`src/rtl/core/srs_pkg.sv`:
```
`default_nettype none
package srs_pkg;

  localparam int NUMBER_W    = 32;
  localparam int BYTE_W      = 8;
  localparam int CFG_W       = 64;
  localparam int CFG_IDX_W   = 4;
  localparam int WORD_COUNT  = 8;
  localparam int WORD_IDX_W  = 3;
  localparam int ADDR_W      = 6;
  localparam int DIGIT_W     = 6;
  localparam int DIV_STEPS   = 8;
  localparam int ALNUM_CODES = 62;
  localparam int MIN_RADIX   = 2;

  localparam logic [BYTE_W-1:0] SYM_ZERO    = 8'h30;
  localparam logic [BYTE_W-1:0] SYM_NINE    = 8'h39;
  localparam logic [BYTE_W-1:0] SYM_UPPER_A = 8'h41;
  localparam logic [BYTE_W-1:0] SYM_UPPER_Z = 8'h5A;
  localparam logic [BYTE_W-1:0] SYM_LOWER_A = 8'h61;
  localparam logic [BYTE_W-1:0] SYM_LOWER_Z = 8'h7A;
  localparam logic [BYTE_W-1:0] SYM_MINUS   = 8'h2D;

  localparam logic [BYTE_W-1:0] CODE_UPPER_BASE = 8'd10;
  localparam logic [BYTE_W-1:0] CODE_LOWER_BASE = 8'd36;

  typedef enum logic [2:0] {
    ST_IDLE,
    ST_SCAN,
    ST_DIV,
    ST_SIGN,
    ST_READ,
    ST_EMIT
  } seq_state_t;

  typedef struct packed {
    logic               done;
    logic               ok;
    logic [DIGIT_W-1:0] radix;
  } scan_res_t;

  function automatic logic is_alnum(input logic [BYTE_W-1:0] c);
    return ((c >= SYM_ZERO) && (c <= SYM_NINE)) ||
           ((c >= SYM_UPPER_A) && (c <= SYM_UPPER_Z)) ||
           ((c >= SYM_LOWER_A) && (c <= SYM_LOWER_Z));
  endfunction

  // Dense code 0..61 for a letter or digit.
  function automatic logic [DIGIT_W-1:0] sym_code(input logic [BYTE_W-1:0] c);
    logic [BYTE_W-1:0] v;
    if (c <= SYM_NINE) begin
      v = c - SYM_ZERO;
    end else if (c <= SYM_UPPER_Z) begin
      v = c - SYM_UPPER_A + CODE_UPPER_BASE;
    end else begin
      v = c - SYM_LOWER_A + CODE_LOWER_BASE;
    end
    return v[DIGIT_W-1:0];
  endfunction

endpackage
`default_nettype wire

```
`src/rtl/core/srs_tbl_scan.sv`:
```
`default_nettype none
module srs_tbl_scan import srs_pkg::*; #(
  parameter int TABLE_BYTES = 64
) (
  input  wire logic              clk,
  input  wire logic              rst_n,
  input  wire logic              start,
  input  wire logic [BYTE_W-1:0] tbl_byte,
  output logic      [ADDR_W-1:0] tbl_addr,
  output scan_res_t              res
);

  localparam int IDX_W = $clog2(TABLE_BYTES + 1);

  logic [IDX_W-1:0]       idx_r, idx_nxt;
  logic                   busy_r, busy_nxt;
  logic [ALNUM_CODES-1:0] seen_r, seen_nxt;
  scan_res_t              res_r, res_nxt;
  logic [DIGIT_W-1:0]     code;

  always_comb begin
    code     = sym_code(tbl_byte);
    idx_nxt  = idx_r;
    busy_nxt = busy_r;
    seen_nxt = seen_r;
    res_nxt  = res_r;
    res_nxt.done = 1'b0;
    if (start) begin
      busy_nxt = 1'b1;
      idx_nxt  = '0;
      seen_nxt = '0;
    end else if (busy_r) begin
      if (idx_r == IDX_W'(TABLE_BYTES)) begin
        busy_nxt      = 1'b0;
        res_nxt.done  = 1'b1;
        res_nxt.ok    = 1'b0;
        res_nxt.radix = '0;
      end else if (tbl_byte == '0) begin
        busy_nxt      = 1'b0;
        res_nxt.done  = 1'b1;
        res_nxt.ok    = (idx_r >= IDX_W'(MIN_RADIX));
        res_nxt.radix = DIGIT_W'(idx_r);
      end else if (!is_alnum(tbl_byte) || seen_r[code]) begin
        busy_nxt      = 1'b0;
        res_nxt.done  = 1'b1;
        res_nxt.ok    = 1'b0;
        res_nxt.radix = '0;
      end else begin
        seen_nxt[code] = 1'b1;
        idx_nxt        = idx_r + IDX_W'(1);
      end
    end
  end

  always_ff @(posedge clk) begin
    if (!rst_n) begin
      idx_r  <= '0;
      busy_r <= 1'b0;
      seen_r <= '0;
      res_r  <= '0;
    end else begin
      idx_r  <= idx_nxt;
      busy_r <= busy_nxt;
      seen_r <= seen_nxt;
      res_r  <= res_nxt;
    end
  end

  assign tbl_addr = ADDR_W'(idx_r);
  assign res      = res_r;

endmodule
`default_nettype wire

```
`src/rtl/core/srs_div_unit.sv`:
```
`default_nettype none
module srs_div_unit import srs_pkg::*; #(
  parameter int QW = 32
) (
  input  wire logic               clk,
  input  wire logic               rst_n,
  input  wire logic               start,
  input  wire logic [QW-1:0]      dividend,
  input  wire logic [DIGIT_W-1:0] divisor,
  output logic      [QW-1:0]      quotient,
  output logic      [DIGIT_W-1:0] remainder,
  output logic                    done
);

  localparam int PASSES = QW / DIV_STEPS;
  localparam int PASS_W = $clog2(PASSES + 1);

  logic [QW-1:0]      q_r, q_v;
  logic [DIGIT_W-1:0] rem_r, rem_v;
  logic [DIGIT_W:0]   r_v;
  logic [PASS_W-1:0]  pass_r;
  logic               busy_r;
  logic               done_r;

  // Eight restoring steps per pass.
  always_comb begin
    q_v   = q_r;
    rem_v = rem_r;
    r_v   = '0;
    for (int k = 0; k < DIV_STEPS; k++) begin
      r_v = {rem_v, q_v[QW-1]};
      q_v = {q_v[QW-2:0], 1'b0};
      if (r_v >= {1'b0, divisor}) begin
        r_v     = r_v - {1'b0, divisor};
        q_v[0]  = 1'b1;
      end
      rem_v = r_v[DIGIT_W-1:0];
    end
  end

  always_ff @(posedge clk) begin
    if (!rst_n) begin
      busy_r <= 1'b0;
      done_r <= 1'b0;
      pass_r <= '0;
    end else begin
      done_r <= 1'b0;
      if (start) begin
        busy_r <= 1'b1;
        pass_r <= '0;
      end else if (busy_r) begin
        pass_r <= pass_r + PASS_W'(1);
        if (pass_r == PASS_W'(PASSES - 1)) begin
          busy_r <= 1'b0;
          done_r <= 1'b1;
        end
      end
    end
  end

  always_ff @(posedge clk) begin
    if (start) begin
      q_r   <= dividend;
      rem_r <= '0;
    end else if (busy_r) begin
      q_r   <= q_v;
      rem_r <= rem_v;
    end
  end

  assign quotient  = q_r;
  assign remainder = rem_r;
  assign done      = done_r;

endmodule
`default_nettype wire

```
`src/rtl/core/srs_digit_stack.sv`:
```
`default_nettype none
module srs_digit_stack import srs_pkg::*; #(
  parameter int DEPTH = 32
) (
  input  wire logic                     clk,
  input  wire logic                     wr_en,
  input  wire logic [$clog2(DEPTH)-1:0] wr_addr,
  input  wire logic [DIGIT_W-1:0]       wr_data,
  input  wire logic                     rd_en,
  input  wire logic [$clog2(DEPTH)-1:0] rd_addr,
  output logic      [DIGIT_W-1:0]       rd_data
);

  logic [DIGIT_W-1:0] mem [DEPTH];

  always_ff @(posedge clk) begin
    if (wr_en) begin
      mem[wr_addr] <= wr_data;
    end
  end

  always_ff @(posedge clk) begin
    if (rd_en) begin
      rd_data <= mem[rd_addr];
    end
  end

endmodule
`default_nettype wire

```
`src/rtl/core/signed_int_to_radix_symbols_top.sv`:
```
// Channel  Dir  Handshake             Payload
// in       in   in_valid/in_ready     in_number[31:0] signed
// out      out  out_valid/out_ready   out_symbol[7:0], out_last
// cfg      in   cfg_valid/cfg_ready   cfg_index[3:0], cfg_data[63:0]
//
// One number at a time. The shared divider takes 8 quotient bits a cycle; each
// digit character takes a stack read and a table lookup. Synchronous rst_n clears
// control and the table. out_ready low while out_valid is high holds the
// sequencer at the next character; cfg_ready stays high.
`default_nettype none
module signed_int_to_radix_symbols_top import srs_pkg::*; #(
  parameter int TABLE_BYTES = 64,
  parameter int VALUE_WIDTH = 32
) (
  input  wire logic                 clk,
  input  wire logic                 rst_n,
  input  wire logic                 in_valid,
  output logic                      in_ready,
  input  wire logic signed [NUMBER_W-1:0] in_number,
  input  wire logic                 cfg_valid,
  output logic                      cfg_ready,
  input  wire logic [CFG_IDX_W-1:0] cfg_index,
  input  wire logic [CFG_W-1:0]     cfg_data,
  output logic                      out_valid,
  input  wire logic                 out_ready,
  output logic      [BYTE_W-1:0]    out_symbol,
  output logic                      out_last
);

  localparam int QW    = ((VALUE_WIDTH + DIV_STEPS - 1) / DIV_STEPS) * DIV_STEPS;
  localparam int SAW   = $clog2(VALUE_WIDTH);
  localparam int CNT_W = $clog2(VALUE_WIDTH + 1);

  logic [CFG_W-1:0]       word_r [WORD_COUNT];
  logic [CFG_W-1:0]       tbl_word;
  logic [ADDR_W-1:0]      tbl_addr, scan_addr;
  logic [BYTE_W-1:0]      tbl_byte;

  seq_state_t             state_r, state_nxt;
  logic                   neg_r, neg_nxt;
  logic [QW-1:0]          mag_r, mag_nxt;
  logic [DIGIT_W-1:0]     radix_r, radix_nxt;
  logic [CNT_W-1:0]       cnt_r, cnt_nxt, cnt_dec;
  logic                   out_valid_r, out_valid_nxt;
  logic [BYTE_W-1:0]      out_symbol_r, out_symbol_nxt;
  logic                   out_last_r, out_last_nxt;

  logic [VALUE_WIDTH-1:0] raw, mag_in;
  logic                   load_ok;

  scan_res_t              scan_res;
  logic                   scan_start;
  logic                   div_start, div_done;
  logic [QW-1:0]          div_dividend, div_quot;
  logic [DIGIT_W-1:0]     div_rem;
  logic                   stk_we, stk_re;
  logic [DIGIT_W-1:0]     stk_rdata;

  // Table words
  always_ff @(posedge clk) begin
    if (!rst_n) begin
      for (int w = 0; w < WORD_COUNT; w++) begin
        word_r[w] <= '0;
      end
    end else if (cfg_valid && cfg_ready &&
                 (cfg_index < CFG_IDX_W'(WORD_COUNT))) begin
      word_r[cfg_index[WORD_IDX_W-1:0]] <= cfg_data;
    end
  end

  assign cfg_ready = 1'b1;
  assign tbl_addr  = (state_r == ST_SCAN) ? scan_addr : stk_rdata;
  assign tbl_word  = word_r[tbl_addr[ADDR_W-1:3]];
  assign tbl_byte  = tbl_word[{tbl_addr[2:0], 3'b000} +: BYTE_W];

  srs_tbl_scan #(
    .TABLE_BYTES(TABLE_BYTES)
  ) u_scan (
    .clk      (clk),
    .rst_n    (rst_n),
    .start    (scan_start),
    .tbl_byte (tbl_byte),
    .tbl_addr (scan_addr),
    .res      (scan_res)
  );

  srs_div_unit #(
    .QW(QW)
  ) u_div (
    .clk       (clk),
    .rst_n     (rst_n),
    .start     (div_start),
    .dividend  (div_dividend),
    .divisor   (radix_r),
    .quotient  (div_quot),
    .remainder (div_rem),
    .done      (div_done)
  );

  assign cnt_dec = cnt_r - CNT_W'(1);

  srs_digit_stack #(
    .DEPTH(VALUE_WIDTH)
  ) u_stack (
    .clk     (clk),
    .wr_en   (stk_we),
    .wr_addr (cnt_r[SAW-1:0]),
    .wr_data (div_rem),
    .rd_en   (stk_re),
    .rd_addr (cnt_dec[SAW-1:0]),
    .rd_data (stk_rdata)
  );

  assign raw      = in_number[VALUE_WIDTH-1:0];
  assign mag_in   = raw[VALUE_WIDTH-1] ? ((~raw) + VALUE_WIDTH'(1)) : raw;
  assign in_ready = (state_r == ST_IDLE);
  assign load_ok  = !out_valid_r || out_ready;

  always_comb begin
    state_nxt      = state_r;
    neg_nxt        = neg_r;
    mag_nxt        = mag_r;
    radix_nxt      = radix_r;
    cnt_nxt        = cnt_r;
    out_valid_nxt  = out_valid_r && !out_ready;
    out_symbol_nxt = out_symbol_r;
    out_last_nxt   = out_last_r;
    scan_start     = 1'b0;
    div_start      = 1'b0;
    div_dividend   = div_quot;
    stk_we         = 1'b0;
    stk_re         = 1'b0;
    unique case (state_r)
      ST_IDLE: begin
        if (in_valid) begin
          neg_nxt    = raw[VALUE_WIDTH-1];
          mag_nxt    = QW'(mag_in);
          scan_start = 1'b1;
          state_nxt  = ST_SCAN;
        end
      end
      ST_SCAN: begin
        if (scan_res.done) begin
          if (scan_res.ok) begin
            radix_nxt    = scan_res.radix;
            cnt_nxt      = '0;
            div_start    = 1'b1;
            div_dividend = mag_r;
            state_nxt    = ST_DIV;
          end else begin
            state_nxt = ST_IDLE;
          end
        end
      end
      ST_DIV: begin
        if (div_done) begin
          stk_we  = 1'b1;
          cnt_nxt = cnt_r + CNT_W'(1);
          if (div_quot == '0) begin
            state_nxt = neg_r ? ST_SIGN : ST_READ;
          end else begin
            div_start = 1'b1;
          end
        end
      end
      ST_SIGN: begin
        if (load_ok) begin
          out_valid_nxt  = 1'b1;
          out_symbol_nxt = SYM_MINUS;
          out_last_nxt   = 1'b0;
          state_nxt      = ST_READ;
        end
      end
      ST_READ: begin
        stk_re    = 1'b1;
        cnt_nxt   = cnt_dec;
        state_nxt = ST_EMIT;
      end
      ST_EMIT: begin
        if (load_ok) begin
          out_valid_nxt  = 1'b1;
          out_symbol_nxt = tbl_byte;
          out_last_nxt   = (cnt_r == '0);
          state_nxt      = (cnt_r == '0) ? ST_IDLE : ST_READ;
        end
      end
      default: begin
        state_nxt = ST_IDLE;
      end
    endcase
  end

  always_ff @(posedge clk) begin
    if (!rst_n) begin
      state_r     <= ST_IDLE;
      cnt_r       <= '0;
      out_valid_r <= 1'b0;
    end else begin
      state_r     <= state_nxt;
      cnt_r       <= cnt_nxt;
      out_valid_r <= out_valid_nxt;
    end
  end

  always_ff @(posedge clk) begin
    neg_r        <= neg_nxt;
    mag_r        <= mag_nxt;
    radix_r      <= radix_nxt;
    out_symbol_r <= out_symbol_nxt;
    out_last_r   <= out_last_nxt;
  end

  assign out_valid  = out_valid_r;
  assign out_symbol = out_symbol_r;
  assign out_last   = out_last_r;

endmodule
`default_nettype wire

```
`config.mk`:
```
export PLATFORM = sky130hd
export DESIGN_NAME = signed_int_to_radix_symbols_top
export DESIGN_NICKNAME = d
export VERILOG_FILES = /design/src/rtl/core/srs_pkg.sv /design/src/rtl/core/srs_tbl_scan.sv /design/src/rtl/core/srs_div_unit.sv /design/src/rtl/core/srs_digit_stack.sv /design/src/rtl/core/signed_int_to_radix_symbols_top.sv
export SDC_FILE = /design/constraint.sdc
export NUM_CORES = 2
export LEC_CHECK = 0
export ABC_AREA = 1
export BUFFER_PORTS_ARGS = -buffer_cell sky130_fd_sc_hd__buf_2
export CORE_MARGIN = 3
export CORE_UTILIZATION = 35
export DETAILED_ROUTE_END_ITERATION = 8
export MAX_ROUTING_LAYER = met4
export PLACE_DENSITY = 0.49
export SYNTH_ARGS = -nofsm -noshare
export SYNTH_HDL_FRONTEND = slang
export SYNTH_SLANG_ARGS = --single-unit
```
`constraint.sdc`:
```
create_clock -name clk -period 17 [get_ports clk]
set_clock_uncertainty 0.05 [all_clocks]
set_input_delay 1.7 -clock clk [delete_from_list [all_inputs] [get_ports clk]]
set_output_delay 1.7 -clock clk [all_outputs]
set_load 0.02 [all_outputs]
```
* Word level (Yosys, flattened, before mapping)
Memories as Yosys holds them, arrays and structs flattened. A register that Yosys moved wholly into a read port is not among the register bits.
Cells that the tools add are included.
** Cells by class
- Add/sub/neg operators :: 18
- Magnitude comparators :: 18
- Eq/ne operators :: 17
- Shift-type cells :: 1
- Mux-type cells :: 82
- Bitwise gates (word level) :: 9
- Reduce and logical (&&, ||, !) cells :: 35
** Operators with widths (number)
- $mux 32 :: 5
- $mux 6 :: 14
- $mux 64 :: 1
- $reduce_or 64->1 :: 1
- $shiftx 64x7->8 :: 1
- $or 62x62->62 :: 1
- $ge 7x6->1 :: 8
- $sub 6x6->6 :: 8
- $mux 8 :: 5
- $mux 1 :: 39
- $add 32x1->32 const B :: 1
- $logic_not 32->1 :: 1
- $not 32->32 :: 1
- $mux 31 :: 1
- $mux 3 :: 9
- $pmux 3 s6 :: 1
- $pmux 6 s3 :: 1
- $ge 8x7->1 const B :: 2
- $le 8x7->1 const B :: 2
- $pmux 8 s2 :: 1
- $ne 2x1->1 const B :: 6
- $reduce_and 4->1 :: 3
- $sub 6x1->6 const B :: 2
- $sub 6x6->6 const B :: 2
- 34 further kinds :: 64
** Word-level totals
- Register bits after elaboration :: 179
- Memory bits (writable) :: 704
- Input port bits :: 105
- Output and inout port bits :: 12
- Word-level logic and storage cells :: 202
- Memories kept :: 2
** Memories
- word_r :: words 8, width 64, read ports 1, clocked after memory_dff 0, wr ports 8, RTL line signed_int_to_radix_symbols_top.sv:34 : logic [CFG_W-1:0] word_r [WORD_COUNT];
- u_stack.mem :: words 32, width 6, read ports 1, clocked after memory_dff 1, wr ports 1, RTL line srs_digit_stack.sv:14 : logic [DIGIT_W-1:0] mem [DEPTH];

* Logic depth before layout (Yosys ltp)
- Word-level depth :: 18
- Mapped depth :: 101
- Depth with buffers taken out :: 98

* Cells and area by module
A second synthesis with hierarchy kept.
** Unflattened totals
- Cell total of the unflattened synthesis :: 5163
- Area, all modules :: 45195.8 sq um
** By module, submodules not included
- signed_int_to_radix_symbols_top :: times used 1, cells each 3085, area each 27769.1 sq um, seq. area each 17016.3 sq um
- srs_digit_stack :: times used 1, cells each 704, area each 8137.8 sq um, seq. area each 5945.7 sq um
- srs_tbl_scan :: times used 1, cells each 743, area each 4689.5 sq um, seq. area each 1561.5 sq um
- srs_div_unit :: times used 1, cells each 631, area each 4599.4 sq um, seq. area each 1181.1 sq um

* Worst setup path after synthesis
OpenSTA, ideal clock, no wires.
- Path type :: register to register
- Start :: reg radix_r[1]
- End :: reg u_div.rem_r[1], in the netlist u_div.remainder[1]
- Setup time :: 0.070 ns
- Data arrival time :: 13.516 ns
- Data required time :: 16.880 ns
- Path slack :: 3.364 ns
- Stages on the path, launching flop included :: 98
- Buffers on the path :: 4
- Period minus slack after synthesis :: 13.636 ns
- Cell sequence :: edfxtp_1 > inv_1 > ha_1 > nand3_1 > nand2_1 > nand2_1 > o21ai_1 > nand2_1 > nand2_1 > inv_1 > or2_2 > o21ai_0 > ha_1 > nand2_1 > nor2_1 > a211oi_1 > nor2_1 > inv_1 > [62 not listed] > o21ai_0 > a21oi_1 > nand3_1 > buf_2 > o21ai_0 > inv_1 > ha_1 > nand3_1 > nand2_1 > a21oi_1 > nor2_1 > nor2_1 > o21ai_0 > a21oi_1 > nand3_1 > nand2_1 > nand3_1 > a21oi_1
** Between the ends
- Cells in the longest elaborated chain, start to end :: 16
- Elaborated cells on any way between the ends :: 24
- Classes of those cells :: add/sub (8); order compare (8); mux (8)
** RTL lines
- start: declaration :: RTL line signed_int_to_radix_symbols_top.sv:42 : logic [DIGIT_W-1:0] radix_r, radix_nxt;
- start signal: assignment :: RTL line signed_int_to_radix_symbols_top.sv:208 : radix_r <= radix_nxt;
- $sub 6x6->6 or $ge 7x6->1 (tied branches) :: RTL line srs_div_unit.sv:34, srs_div_unit.sv:33
- $mux 6 :: RTL line srs_div_unit.sv:33 : if (r_v >= {1'b0, divisor}) begin
- $sub 6x6->6 or $ge 7x6->1 (tied branches) :: RTL line srs_div_unit.sv:34, srs_div_unit.sv:33
- $mux 6 :: RTL line srs_div_unit.sv:33
- $sub 6x6->6 or $ge 7x6->1 (tied branches) :: RTL line srs_div_unit.sv:34, srs_div_unit.sv:33
- $mux 6 :: RTL line srs_div_unit.sv:33
- $sub 6x6->6 or $ge 7x6->1 (tied branches) :: RTL line srs_div_unit.sv:34, srs_div_unit.sv:33
- $mux 6 :: RTL line srs_div_unit.sv:33
- $sub 6x6->6 or $ge 7x6->1 (tied branches) :: RTL line srs_div_unit.sv:34, srs_div_unit.sv:33
- $mux 6 :: RTL line srs_div_unit.sv:33
- $ge 7x6->1 or $sub 6x6->6 (tied branches) :: RTL line srs_div_unit.sv:33, srs_div_unit.sv:34
- $mux 6 :: RTL line srs_div_unit.sv:33
- $ge 7x6->1 or $sub 6x6->6 (tied branches) :: RTL line srs_div_unit.sv:33, srs_div_unit.sv:34
- $mux 6 :: RTL line srs_div_unit.sv:33
- $sub 6x6->6 or $ge 7x6->1 (tied branches) :: RTL line srs_div_unit.sv:34, srs_div_unit.sv:33
- $mux 6 * :: RTL line srs_div_unit.sv:33
- end signal: assignment :: RTL line srs_div_unit.sv:67 : rem_r <= rem_v;
- end: declaration :: RTL line srs_div_unit.sv:19 : logic [DIGIT_W-1:0] rem_r, rem_v;
Every way passes the cells marked *; elsewhere a longest branch is shown, timed or not.
A chain may end at the register's enable or synchronous reset.

* Final worst setup path
- Start :: reg radix_r[0]
- End :: reg u_div.rem_r[4], in the netlist u_div.remainder[4]
** Between the ends
- Cells in the longest elaborated chain, start to end :: 16
- Elaborated cells on any way between the ends :: 24
- Classes of those cells :: add/sub (8); order compare (8); mux (8)
** RTL lines (RTL line)
- $sub 6x6->6 or $ge 7x6->1 (tied branches) :: srs_div_unit.sv:34, srs_div_unit.sv:33
- $mux 6 :: srs_div_unit.sv:33
- $sub 6x6->6 or $ge 7x6->1 (tied branches) :: srs_div_unit.sv:34, srs_div_unit.sv:33
- $mux 6 :: srs_div_unit.sv:33
- $sub 6x6->6 or $ge 7x6->1 (tied branches) :: srs_div_unit.sv:34, srs_div_unit.sv:33
- $mux 6 :: srs_div_unit.sv:33
- $sub 6x6->6 or $ge 7x6->1 (tied branches) :: srs_div_unit.sv:34, srs_div_unit.sv:33
- $mux 6 :: srs_div_unit.sv:33
- $sub 6x6->6 or $ge 7x6->1 (tied branches) :: srs_div_unit.sv:34, srs_div_unit.sv:33
- $mux 6 :: srs_div_unit.sv:33
- $sub 6x6->6 or $ge 7x6->1 (tied branches) :: srs_div_unit.sv:34, srs_div_unit.sv:33
- $mux 6 :: srs_div_unit.sv:33
- $ge 7x6->1 or $sub 6x6->6 (tied branches) :: srs_div_unit.sv:33, srs_div_unit.sv:34
- $mux 6 :: srs_div_unit.sv:33
- $sub 6x6->6 or $ge 7x6->1 (tied branches) :: srs_div_unit.sv:34, srs_div_unit.sv:33
- $mux 6 * :: srs_div_unit.sv:33
Marks and branches as above.

==> flow_metrics.tcl <==
set metrics [dict create \
    status "finished, final reports clean" \
    wl_per_cell_um 20.5 \
    slowest_delay_ns 0.60 \
    synth-main-ff-cell "edfxtp_1" \
    gp_congestion 0.840 \
    wirelength_um 132000 \
    switching_share 0.473 \
    gr-usage-met2 0.320 \
    drc 0 \
    grt_first_pass_wirelength_um 198000 \
    min_to "radix_r[5]" \
    hp-class "flop to flop" \
    syn_avg_cell_area_um2 9.54 \
    portBuffers 115 \
    clk_path_buf_depth 3 \
    setup_violations 0 \
    grt_use_met1 0.283 \
    worstMarginPinSlew_ns 1.16 \
    synth_warnings 0 \
    num_antenna_cells 0 \
    r2r-start "radix_r[0]" \
    cp.required_ns 17.58 \
    num_rows 130 \
    cap_violations 0 \
    dpl_cell_area_mm2 0.0461 \
    num_vias 32300 \
    min_period_over_period 0.903 \
    fin_cells 6426 \
    end_kind "flop" \
    rsz0062_at_grt "no" \
    root_buffer "clkbuf_16" \
    die-height_um 362 \
    ys_seq_area_frac 0.579 \
    num_io_pins 117 \
    r2r.worst_path.cells 97 \
    cts_tree "done" \
    drive_above_1_share 0.118 \
    clk_latency_ns 0.73 \
    fin_util 0.392 \
    start_kind "flop" \
    worstHoldStart "u_scan.res[5]" \
    synth_top_area_share 0.534 \
    use_met3 0.0233 \
    critPathArrivalTime_ns 15.94 \
    ys_ff_latch 889 \
    relSlewSlack 0.223 \
    fill_cells 12500 \
    leakage_uw 0.0190 \
    areaGrowthSynthToFinish_pct 10.9 \
    grt_busiest_layer "met2" \
    numCtsBuffers 100 \
    cp_max_fo 11 \
    synth_cell_types 64 \
    hpwlAfterDp_um 75200 \
    vdd_ir_drop_max_mv 0.246 \
    worst_path_most_repeated_cell "a21oi_1" \
    synth.area.top_cells "edfxtp_1, nand2_1, nor2_1" \
    maxSlewViolCount 0 \
    grt_pass1_vias 31100 \
    comb_power_share 0.480 \
    syn_inst 4657 \
    r2r_end "u_div.remainder[4]" \
    synth-edff-count 790 \
    antenna_found_initial 0 \
    seq_power_share 0.287 \
    cell_internal_pwr_uw 4700 \
    slowest_stage "edfxtp_1" \
    final_common_cell "nand2_1" \
    clkSinkCount 889 \
    switchingPower_uw 4220 \
    syn_area_mm2 0.0444 \
    die_w_um 362 \
    critical_path_class "flop to flop" \
    vias_per_cell 5.02 \
    h-tree-depth 3 \
    first_pass_iters 5 \
    ant_nets 0 \
    min_path_cells 0 \
    grt_overflow_total 0 \
    grt_start_max_net_pins 99 \
    synthesis.nets 4838 \
    nets 4872 \
    core_mm2 0.126 \
    timing.fmax_mhz 65.1 \
    hold_slack_ns 0.399 \
    finalSetupTns_ns 0 \
    fin_area_mm2 0.0493 \
    async_flop_share 0 \
    min_period_ns 15.36 \
    hold_violations 0 \
    final_cell_mix "nand2_1, nor2_1, edfxtp_1" \
    regToRegSetupSlack_ns 1.64 \
    clkPwrFrac 0.233 \
    initial_core_util 0.353 \
    track_usage 0.203 \
    place_inst 6234 \
    first_iter_violations 2617 \
    clkTransAtPathRegs_ns 0.06 \
    die_area_mm2 0.131 \
    yosysTopAreaCell "edfxtp_1" \
    power_density_mw_per_mm2 181 \
]
-- sequential cells by signal (all words and copies together), names as in the netlist, 7 cells and up --
name            flops
mag_r              32
out_symbol          8
u_div.quotient     32
u_scan.idx_r        7
u_scan.res          8
u_scan.seen_r      62
u_stack.mem       192
word_r            512
-- worst max path at each step --
stage                from                  to  cells after the start
2_1_floorplan  radix_r[1]  u_div.remainder[1]                     97
4_1_cts        radix_r[2]  u_div.remainder[4]                     95
6_report       radix_r[0]  u_div.remainder[4]                     97
3_3_place_gp   radix_r[2]  u_div.remainder[4]                     95
5_1_grt        radix_r[1]  u_div.remainder[4]                     95
3_5_place_dp   radix_r[2]  u_div.remainder[4]                     95
-- cells by family after synthesis --
group	after synthesis	share of synthesized area
simple gates	2301	0.220
other cells	1	0.0000844
flops	889	0.579
mux	19	0.00428
fa+ha+maj	76	0.0228
xor+xnor	69	0.0136
buf+inv	760	0.0792
compound gates	542	0.0809
-- final cells by class --
cell class | count | area, um2 | share of cell area
clock buffers | 136 | 2690 | 0.0546
clock inverters | 51 | 408 | 0.00828
inverters | 514 | 1940 | 0.0394
multi-input cells | 3008 | 15400 | 0.312
flip-flops and latches | 889 | 25700 | 0.522
well taps | 1650 | 2060 | 0.0419
repair buffers | 178 | 1070 | 0.0218
-- routing by layer --
metal / part of all wire / up-vias
met3: 0.053 / 133
met1: 0.47 / 15700
met5: 0 / -
met2: 0.46 / 857
met4: 0.016 / 0
li1: - / 15600
-- what timing repair did --
action	4_1_cts	5_1_grt
setup endpoints to repair	0	7
resized for setup	0	12
hold buffers	0	0
endpoints found under the hold margin	0	0
setup buffers	0	5
-- synth_stat cells (all sizes together) (2+ instances only) --
library cell	n
nand3b	2
or2	7
edfxtp	790
dfxtp	99
o21ai	234
o32ai	29
o21bai	5
o31ai	5
xnor2	32
a221oi	2
buf	129
inv	512
xor2	37
a311oi	2
a31oi	15
clkinv	2
mux2i	19
nand4	26
o221ai	19
o211ai	94
dlygate4sd3	6
a211oi	6
nand3	404
nor2	847
nor3	18
a21oi	123
fa	8
ha	68
nor4	13
o22ai	2
clkbuf	110
nand2	983
-- metrics by stage --
step / power (uW) / setup WS (ns)
2_1_floorplan: 5820 / 3.36
3_3_place_gp: 6920 / 1.01
3_5_place_dp: 6910 / 0.962
4_1_cts: 9010 / 0.888
5_1_grt: 9470 / 0.0306
6_report: 8920 / 1.64
-- power groups by stage --
stage	registers (uW)	logic (uW)	clock network [uW]
floorplan	2580	3240	0
global placement	2610	4310	0
detailed placement	2610	4300	0
CTS	2560	4320	2130
global route	2570	4680	2220
finish	2560	4280	2080
-- critical path: cells and delay by family, from the launching register on --
kind / cells / cell delay, ns
AND/OR/NAND/NOR: 39 / 4.51
adder cells (fa/ha/maj): 8 / 2.68
buffers and inverters: 11 / 1.24
AO/OA/AOI/OAI: 39 / 6.14
flip-flops: 1 / 0.60
No activity file was read; power rests on OpenSTA's default activity.
